<file path="config.mk">
export PLATFORM = sky130hd
export DESIGN_NAME = path_glob_matcher_unit
export DESIGN_NICKNAME = d
export VERILOG_FILES = /design/src/hdl/pgm_pkg.sv /design/src/hdl/pgm_ctrl.sv /design/src/hdl/pgm_datapath.sv /design/src/hdl/path_glob_matcher_unit.sv
export SDC_FILE = /design/constraint.sdc
export NUM_CORES = 2
export LEC_CHECK = 0
export BUFFER_PORTS_ARGS = -buffer_cell sky130_fd_sc_hd__buf_2
export CORE_UTILIZATION = 45
export CTS_CLUSTER_DIAMETER = 40
export DETAILED_ROUTE_END_ITERATION = 7
export GPL_ROUTABILITY_DRIVEN = 0
export MAX_ROUTING_LAYER = met4
export PLACE_DENSITY = 0.67
export SLEW_MARGIN = 20
export SYNTH_ARGS = -nofsm -noshare
export SYNTH_HDL_FRONTEND = slang
export SYNTH_SLANG_ARGS = --single-unit
</file>
<file path="constraint.sdc">
create_clock -name clk -period 7 [get_ports clk]
set_clock_uncertainty 0.2 [all_clocks]
set_input_delay 0.35 -clock clk [delete_from_list [all_inputs] [get_ports clk]]
set_output_delay 0.35 -clock clk [all_outputs]
set_load 0.02 [all_outputs]
</file>
<file path="src/hdl/pgm_pkg.sv">
// Shared types, character codes and helper functions for the path glob matcher.
package pgm_pkg;

	typedef enum logic [1:0] {
		CMD_CLEAR_PATTERN = 2'd0,
		CMD_APPEND_PATTERN = 2'd1,
		CMD_APPEND_TEXT = 2'd2,
		CMD_EVALUATE = 2'd3
	} command_t;

	typedef struct packed {
		command_t command;
		logic [7:0] char_byte;
	} req_t;

	typedef struct packed {
		logic matched;
		logic overflow;
	} rsp_t;

	typedef enum logic [2:0] {
		ST_IDLE,
		ST_FETCH,
		ST_EVAL,
		ST_TAIL,
		ST_RESULT
	} state_t;

	// Commands from the controller to the datapath.
	typedef struct packed {
		logic accept;
		logic eval;
		logic tail_step;
		logic tail_done;
		logic out_load;
	} dp_cmd_t;

	// Status from the datapath to the controller.
	typedef struct packed {
		logic overflow;
		logic text_end;
		logic fail;
		logic tail_star;
	} dp_sts_t;

	localparam logic [7:0] CH_SLASH = 8'h2F;
	localparam logic [7:0] CH_BACKSLASH = 8'h5C;
	localparam logic [7:0] CH_STAR = 8'h2A;
	localparam logic [7:0] CH_QMARK = 8'h3F;
	localparam logic [7:0] CH_UPPER_A = 8'h41;
	localparam logic [7:0] CH_UPPER_Z = 8'h5A;
	localparam logic [7:0] CASE_OFFSET = 8'h20;

	function automatic logic is_sep(input logic [7:0] c);
		return (c == CH_SLASH) || (c == CH_BACKSLASH);
	endfunction

	function automatic logic [7:0] to_lower(input logic [7:0] c);
		return (c >= CH_UPPER_A && c <= CH_UPPER_Z) ? c + CASE_OFFSET : c;
	endfunction

endpackage

</file>
<file path="src/hdl/pgm_ctrl.sv">
// Sequencing state machine of the path glob matcher.
module pgm_ctrl (
	input logic clk,
	input logic arst_n,
	input logic req_valid,
	input pgm_pkg::command_t command,
	output logic req_ready,
	output logic rsp_valid,
	input logic rsp_ready,
	input pgm_pkg::dp_sts_t sts,
	output pgm_pkg::dp_cmd_t cmd
);
	import pgm_pkg::*;

	state_t state_q;
	state_t state_d;
	logic rsp_valid_q;

	always_ff @(posedge clk or negedge arst_n) begin
		if (!arst_n) begin
			state_q <= ST_IDLE;
			rsp_valid_q <= 1'b0;
		end else begin
			state_q <= state_d;
			if (cmd.out_load) begin
				rsp_valid_q <= 1'b1;
			end else if (rsp_ready) begin
				rsp_valid_q <= 1'b0;
			end
		end
	end

	always_comb begin
		state_d = state_q;
		cmd = '0;
		req_ready = 1'b0;
		case (state_q)
			ST_IDLE: begin
				req_ready = 1'b1;
				cmd.accept = req_valid;
				if (req_valid && command == CMD_EVALUATE) begin
					state_d = sts.overflow ? ST_RESULT : ST_FETCH;
				end
			end
			ST_FETCH: begin
				state_d = sts.text_end ? ST_TAIL : ST_EVAL;
			end
			ST_EVAL: begin
				cmd.eval = 1'b1;
				state_d = sts.fail ? ST_RESULT : ST_FETCH;
			end
			ST_TAIL: begin
				if (sts.tail_star) begin
					cmd.tail_step = 1'b1;
					state_d = ST_FETCH;
				end else begin
					cmd.tail_done = 1'b1;
					state_d = ST_RESULT;
				end
			end
			ST_RESULT: begin
				if (!rsp_valid_q || rsp_ready) begin
					cmd.out_load = 1'b1;
					state_d = ST_IDLE;
				end
			end
			default: begin
				state_d = ST_IDLE;
			end
		endcase
	end

	assign rsp_valid = rsp_valid_q;

endmodule

</file>
<file path="src/hdl/pgm_datapath.sv">
// Pattern and text stores, match pointers and result register of the glob matcher.
module pgm_datapath #(
	parameter int PATTERN_MAX = 64,
	parameter int TEXT_MAX = 256
) (
	input logic clk,
	input logic arst_n,
	input pgm_pkg::req_t req,
	input pgm_pkg::dp_cmd_t cmd,
	output pgm_pkg::dp_sts_t sts,
	output pgm_pkg::rsp_t rsp
);
	import pgm_pkg::*;

	localparam int PLW = $clog2(PATTERN_MAX + 1);
	localparam int TLW = $clog2(TEXT_MAX + 1);
	localparam int PAW = (PATTERN_MAX > 1) ? $clog2(PATTERN_MAX) : 1;
	localparam int TAW = (TEXT_MAX > 1) ? $clog2(TEXT_MAX) : 1;

	logic [7:0] pat_mem [PATTERN_MAX];
	logic [7:0] txt_mem [TEXT_MAX];

	logic [PLW-1:0] pat_len_q;
	logic [TLW-1:0] txt_len_q;
	logic pat_ovf_q;
	logic txt_ovf_q;

	logic [PLW-1:0] pc_q;
	logic [PLW-1:0] resume_q;
	logic [TLW-1:0] tc_q;
	logic [TLW-1:0] star_t_q;
	logic have_star_q;
	logic star_dbl_q;
	logic star_sep_q;
	logic sepchk_q;
	logic match_q;
	rsp_t rsp_q;

	logic [7:0] p0_q;
	logic [7:0] p1_q;
	logic [7:0] t_q;

	logic [PLW:0] pc1;
	logic pat_we;
	logic txt_we;
	logic pc_lt;
	logic pc1_lt;
	logic p_star;
	logic dbl;
	logic sep_skip;
	logic chr_ok;
	logic cur_star_sep;
	logic [PLW-1:0] resume_eff;
	logic fail;

	assign pc1 = {1'b0, pc_q} + {{PLW{1'b0}}, 1'b1};
	assign pat_we = cmd.accept && req.command == CMD_APPEND_PATTERN
		&& pat_len_q < PLW'(PATTERN_MAX);
	assign txt_we = cmd.accept && req.command == CMD_APPEND_TEXT
		&& txt_len_q < TLW'(TEXT_MAX);

	always_ff @(posedge clk) begin
		if (pat_we) begin
			pat_mem[pat_len_q[PAW-1:0]] <= req.char_byte;
		end
		p0_q <= pat_mem[pc_q[PAW-1:0]];
		p1_q <= pat_mem[pc1[PAW-1:0]];
	end

	always_ff @(posedge clk) begin
		if (txt_we) begin
			txt_mem[txt_len_q[TAW-1:0]] <= req.char_byte;
		end
		t_q <= txt_mem[tc_q[TAW-1:0]];
	end

	assign pc_lt = pc_q < pat_len_q;
	assign pc1_lt = pc1 < {1'b0, pat_len_q};
	assign p_star = pc_lt && p0_q == CH_STAR;
	assign dbl = pc1_lt && p1_q == CH_STAR;
	assign sep_skip = sepchk_q && pc_lt && is_sep(p0_q);
	assign chr_ok = pc_lt && ((to_lower(p0_q) == to_lower(t_q))
		|| (p0_q == CH_QMARK && !is_sep(t_q))
		|| (is_sep(p0_q) && is_sep(t_q)));
	assign cur_star_sep = (tc_q == star_t_q) ? is_sep(t_q) : star_sep_q;
	assign resume_eff = sepchk_q ? pc_q : resume_q;
	assign fail = !sep_skip && !p_star && !chr_ok
		&& (!have_star_q || (!star_dbl_q && cur_star_sep));

	always_ff @(posedge clk or negedge arst_n) begin
		if (!arst_n) begin
			pat_len_q <= '0;
			txt_len_q <= '0;
			pat_ovf_q <= 1'b0;
			txt_ovf_q <= 1'b0;
			pc_q <= '0;
			resume_q <= '0;
			tc_q <= '0;
			star_t_q <= '0;
			have_star_q <= 1'b0;
			star_dbl_q <= 1'b0;
			star_sep_q <= 1'b0;
			sepchk_q <= 1'b0;
			match_q <= 1'b0;
		end else begin
			if (cmd.accept) begin
				case (req.command)
					CMD_CLEAR_PATTERN: begin
						pat_len_q <= '0;
						pat_ovf_q <= 1'b0;
					end
					CMD_APPEND_PATTERN: begin
						if (pat_we) begin
							pat_len_q <= pat_len_q + 1'b1;
						end else begin
							pat_ovf_q <= 1'b1;
						end
					end
					CMD_APPEND_TEXT: begin
						if (txt_we) begin
							txt_len_q <= txt_len_q + 1'b1;
						end else begin
							txt_ovf_q <= 1'b1;
						end
					end
					CMD_EVALUATE: begin
						pc_q <= '0;
						tc_q <= '0;
						star_t_q <= '0;
						have_star_q <= 1'b0;
						sepchk_q <= 1'b0;
						match_q <= 1'b0;
					end
					default: begin
						match_q <= 1'b0;
					end
				endcase
			end
			if (cmd.eval) begin
				sepchk_q <= 1'b0;
				if (sep_skip) begin
					// Optional separator after a double star.
					pc_q <= pc1[PLW-1:0];
					resume_q <= pc1[PLW-1:0];
				end else begin
					if (sepchk_q) begin
						resume_q <= pc_q;
					end
					if (have_star_q && tc_q == star_t_q) begin
						star_sep_q <= is_sep(t_q);
					end
					if (p_star) begin
						have_star_q <= 1'b1;
						star_dbl_q <= dbl;
						star_t_q <= tc_q;
						star_sep_q <= is_sep(t_q);
						sepchk_q <= dbl;
						resume_q <= pc1[PLW-1:0];
						pc_q <= dbl ? pc_q + PLW'(2) : pc1[PLW-1:0];
					end else if (chr_ok) begin
						pc_q <= pc1[PLW-1:0];
						tc_q <= tc_q + 1'b1;
					end else if (!fail) begin
						// Backtrack: the last star takes one more text byte.
						star_t_q <= star_t_q + 1'b1;
						tc_q <= star_t_q + 1'b1;
						pc_q <= resume_eff;
					end
				end
			end
			if (cmd.tail_step) begin
				pc_q <= pc1[PLW-1:0];
			end
			if (cmd.tail_done) begin
				match_q <= pc_q == pat_len_q;
			end
			if (cmd.out_load) begin
				txt_len_q <= '0;
				txt_ovf_q <= 1'b0;
			end
		end
	end

	always_ff @(posedge clk) begin
		if (cmd.out_load) begin
			rsp_q.matched <= match_q;
			rsp_q.overflow <= pat_ovf_q | txt_ovf_q;
		end
	end

	assign sts.overflow = pat_ovf_q | txt_ovf_q;
	assign sts.text_end = tc_q >= txt_len_q;
	assign sts.fail = fail;
	assign sts.tail_star = p_star;
	assign rsp = rsp_q;

endmodule

</file>
<file path="src/hdl/path_glob_matcher_unit.sv">
// Top level of the path glob matcher: controller and datapath joined.
// Clear and append transactions are accepted back to back.
// An evaluate transaction walks the stores in match steps, each a memory read state
// then a decision state; the walk length grows with backtracking to the star.
// The result register frees the input side as soon as a result is loaded into it.
// Reset clears lengths, overflow flags and control; store contents stay undefined.
module path_glob_matcher_unit #(
	parameter int PATTERN_MAX = 64,
	parameter int TEXT_MAX = 256
) (
	input logic clk,
	input logic arst_n,
	input logic req_valid,
	output logic req_ready,
	input pgm_pkg::req_t req,
	output logic rsp_valid,
	input logic rsp_ready,
	output pgm_pkg::rsp_t rsp
);
	import pgm_pkg::*;

	// Command and status travel between the two halves as structs.
	dp_cmd_t cmd;
	dp_sts_t sts;

	// The controller decides when a transaction is taken and which step the
	// datapath performs; it also owns the valid flag of the result register.
	pgm_ctrl u_ctrl (
		.clk(clk),
		.arst_n(arst_n),
		.req_valid(req_valid),
		.command(req.command),
		.req_ready(req_ready),
		.rsp_valid(rsp_valid),
		.rsp_ready(rsp_ready),
		.sts(sts),
		.cmd(cmd)
	);

	// The datapath holds both stores, the match pointers with the star
	// bookmark, and the result payload.
	pgm_datapath #(
		.PATTERN_MAX(PATTERN_MAX),
		.TEXT_MAX(TEXT_MAX)
	) u_datapath (
		.clk(clk),
		.arst_n(arst_n),
		.req(req),
		.cmd(cmd),
		.sts(sts),
		.rsp(rsp)
	);

endmodule
</file>
==> out/summary.txt <==
Status = finished with violations
Failing checks = DRC
Setup Fix Bufs, Post-CTS = 0
Initial antenna violation count = 6
Std-Cell Rows = 179
Syn nets = 5095
Final Cell Area = 124000 um^2
Yosys top cell by area = edfxtp_1
Count of buffers from port buffering = 17
Max Fclk = 0.200 GHz
Max-slew headroom = 0.236
Die area = 242000 um^2
Hold WS = 0.225 ns
Max H-tree Level = 5
Top layer in use = met4
Max-Cap Viols = 0
CP Buf/Inv Count = 1
Nets = 5267
Met3 wire len = 21.2 mm
Placed Instances = 7999
Library cells used by synthesis = 76
Final setup viols = 0
Core Box Area = 238000 um^2
Largest cells by area after synthesis = edfxtp_1, mux4_2, dfrtp_1, nor2_1, mux2i_1
Clock insertion delay at the later pin of the skew report = 0.96 ns
1st-pass router iterations = 8
Starting Density = 0.453
CP Data Required Time = 7.63 ns
Leak = 37.7 nW
Critical Path Start = u_datapath.pc_q[2]$_DFF_PN0_
Warnings, synthesis = 0
Placed Area = 112000 um^2
Detailed Route WL = 260 mm
CTS Hold Bufs = 17
Setup WS post-layout = 1.99 ns
Sequential share of the synthesized area = 0.731
Crit path max fanout = 20
Multi-input gate area = 27800 um^2
Vias in the first global route = 54.1k
Worst setup SP type = flop
Share of layout cells above drive strength 1 = 0.306
# IOs = 18
Initial detailed-routing violation count = 6451
GRT Util Overall = 0.223
Num CTS Buffers = 366
IR drop worst, VDD = 0.405 mV
Crit. End Element = flop
DRC = 3
RSZ-0062 raised after global routing = no
Crit path time final = 5.01 ns
Global-route wire length before repair = 383 mm
DIE HEIGHT = 492 um
Avg Inst Size Synth = 21.4 um^2
Synth top area share = 0.712
Filler Cell Count = 18.2k
Vias post-DR = 53.7k
Mapped Cells = 5047
Met2 wire len = 126 mm
Max incr delay on CP = 0.76 ns
Hold_sp = req[0]
Critical-path cell list = and2_1 > nand2_1 > xor2_2 > clkinv_1 > ha_1 > a311oi_1 > o221ai_1 > a2111oi_0 > a311oi_1 > a221o_1 > a22oi_1
Mapped cell area = 108000 um^2
PD cells = 383 nW/um^2
Post-Route M1 WL = 106 mm
Synthesized flop and latch total = 2645
Largest delay share family, worst path = compound AO/OA/AOI/OAI gates
TritonCTS clock tree = built
Worst path most repeated cell = a311oi_1
Clock Path Buffers = 4
Post-synth EDFFs = 2562
Antenna-violating nets left = 0
Final core utilization = 0.522
Crit share post-route = 0.716
Crit path kind = flop to flop
Hold Crit Class = input pin to flop
HPWL Detailed = 152 mm
Area Growth Syn to Fin = 15.2%
TNS Setup = 0 ns
Largest net degree at the start of global routing = 186
Max Slew Vio Count = 0
Die Wd = 492 um
Worst slack at placement = 2.12 ns
Ys flop type = edfxtp_1
Worst-Margin Slew = 1.14 ns
Clk root buf = clkbuf_16
RR Startpoint = u_datapath.pc_q[2]$_DFF_PN0_
Wire per inst = 30.0 um
Fraction of registers with async set/reset = 0.0223
Reg clk slew, reported paths = 0.06 ns
Grt total ovfl = 0
Final Hold Viols = 0
Vias per cell = 6.19
Crit path DAT = 5.65 ns
Sequential cell area = 78900 um^2
Finished Layout Cells = 8673
Critical-path top delay cell = dfrtp_2
Total power = 47.6 mW
Post-CTS resize count = 0
# clock sinks = 2645
[cell type report]
| class | instances | area share |
|---|---|---|
| Tap cell | 3167 | 0.0319 |
| Sequential cell | 2645 | 0.635 |
| Timing Repair Buffer | 119 | 0.0101 |
| Clock inverter | 249 | 0.0235 |
| Antenna cell | 4 | 0.0000805 |
| Clock buffer | 402 | 0.0757 |
| Inverter | 29 | 0.000875 |
| Multi-Input combinational cell | 2058 | 0.223 |
[worst reg2reg max path: cells and delay by family, from the launching register on]
family | cells | cell delay, ns
compound gates | 6 | 1.82
flops | 1 | 0.76
xor+xnor | 1 | 0.64
buf+inv | 1 | 0.64
simple gates | 2 | 0.46
fa+ha+maj | 1 | 0.38
[kinds of logic (layout without fill, tap and decap cells)]
group | count (synthesis) | count (layout) | synth area share
DFF | 2645 | 2645 | 0.731
muxes | 1035 | 1035 | 0.205
and+or+nand+nor | 663 | 663 | 0.0265
buffers and inverters | 344 | 799 | 0.0132
AOI/OAI and AO/OA | 290 | 290 | 0.0179
xor gates and xnor gates | 36 | 36 | 0.00306
adders and majority gates | 34 | 34 | 0.00394
other | 0 | 4 | 0
[final timing paths]
kind	slack, ns	cells past startpoint	end
setup / recovery	1.99	11	u_datapath.pc_q[5]$_DFF_PN0_
hold / removal	0.22	2	u_datapath.txt_mem[214][0]$_DFFE_PP_
hold reg to reg	0.25	0	u_datapath.rsp[1]$_DFFE_PP_
setup reg to reg	1.99	11	u_datapath.pc_q[5]$_DFF_PN0_
max in group asynchronous	5.36	4	u_datapath.tc_q[0]$_DFF_PN0_
min in group asynchronous	0.53	4	u_datapath.star_t_q[4]$_DFF_PN0_
[cell usage in the layout, fill, tap and decap left out, drive strengths merged, types with 36 or more instances in the layout]
cell,Yosys,final
a21oi,67,67
buf,127,102
bufinv,0,50
clkbuf,188,402
clkinv,1,113
dfrtp,59,59
edfxtp,2562,2562
inv,28,85
mux2i,92,92
mux4,939,939
nand2,126,126
nand3,36,36
nor2,382,382
o21ai,68,68
[layer usage]
| metal | vias up | GRT usage |
|---|---|---|
| met4 | 0 | 0.0654 |
| met2 | 2605 | 0.340 |
| met5 | - | - |
| li1 | 21783 | - |
| met3 | 479 | 0.0373 |
| met1 | 28820 | 0.310 |
[flip-flops by register name, summed over array words and instances, names as in the netlist, 2 cells and up]
signal / cells
u_datapath.txt_mem: 2048
u_datapath.pc_q: 7
u_datapath.pat_mem: 512
u_datapath.p1_q: 8
u_datapath.tc_q: 9
u_datapath.t_q: 8
u_datapath.star_t_q: 9
u_datapath.rsp: 2
u_datapath.txt_len_q: 9
u_datapath.p0_q: 8
u_datapath.pat_len_q: 7
u_ctrl.state_q: 3
u_datapath.resume_q: 7
[cells in the mapped netlist, types with 8 or more instances]
cell / n
a211oi_1: 20
and3_1: 18
buf_2: 72
a31oi_1: 19
dfrtp_1: 59
nor2_1: 381
mux2i_1: 92
dfxtp_1: 24
buf_1: 44
o221ai_1: 17
buf_4: 9
or3_1: 12
xnor2_1: 26
a21oi_1: 66
mux4_2: 939
edfxtp_1: 2562
inv_1: 28
ha_1: 34
nor3_1: 27
nor2b_1: 9
o22ai_1: 22
nand3_1: 36
o21ai_0: 66
nand4_1: 14
clkbuf_1: 188
nand2_1: 126
a221o_1: 18
xor2_1: 9
a21o_1: 8
[report_power, final]
group / internal (mW) / total (mW) / switching (mW)
Clock: 11.6 / 18.7 / 7.01
Combinational: 5.07 / 10.9 / 5.78
Sequential: 17.6 / 18.1 / 0.534
Power figures use the tool's default switching activity.
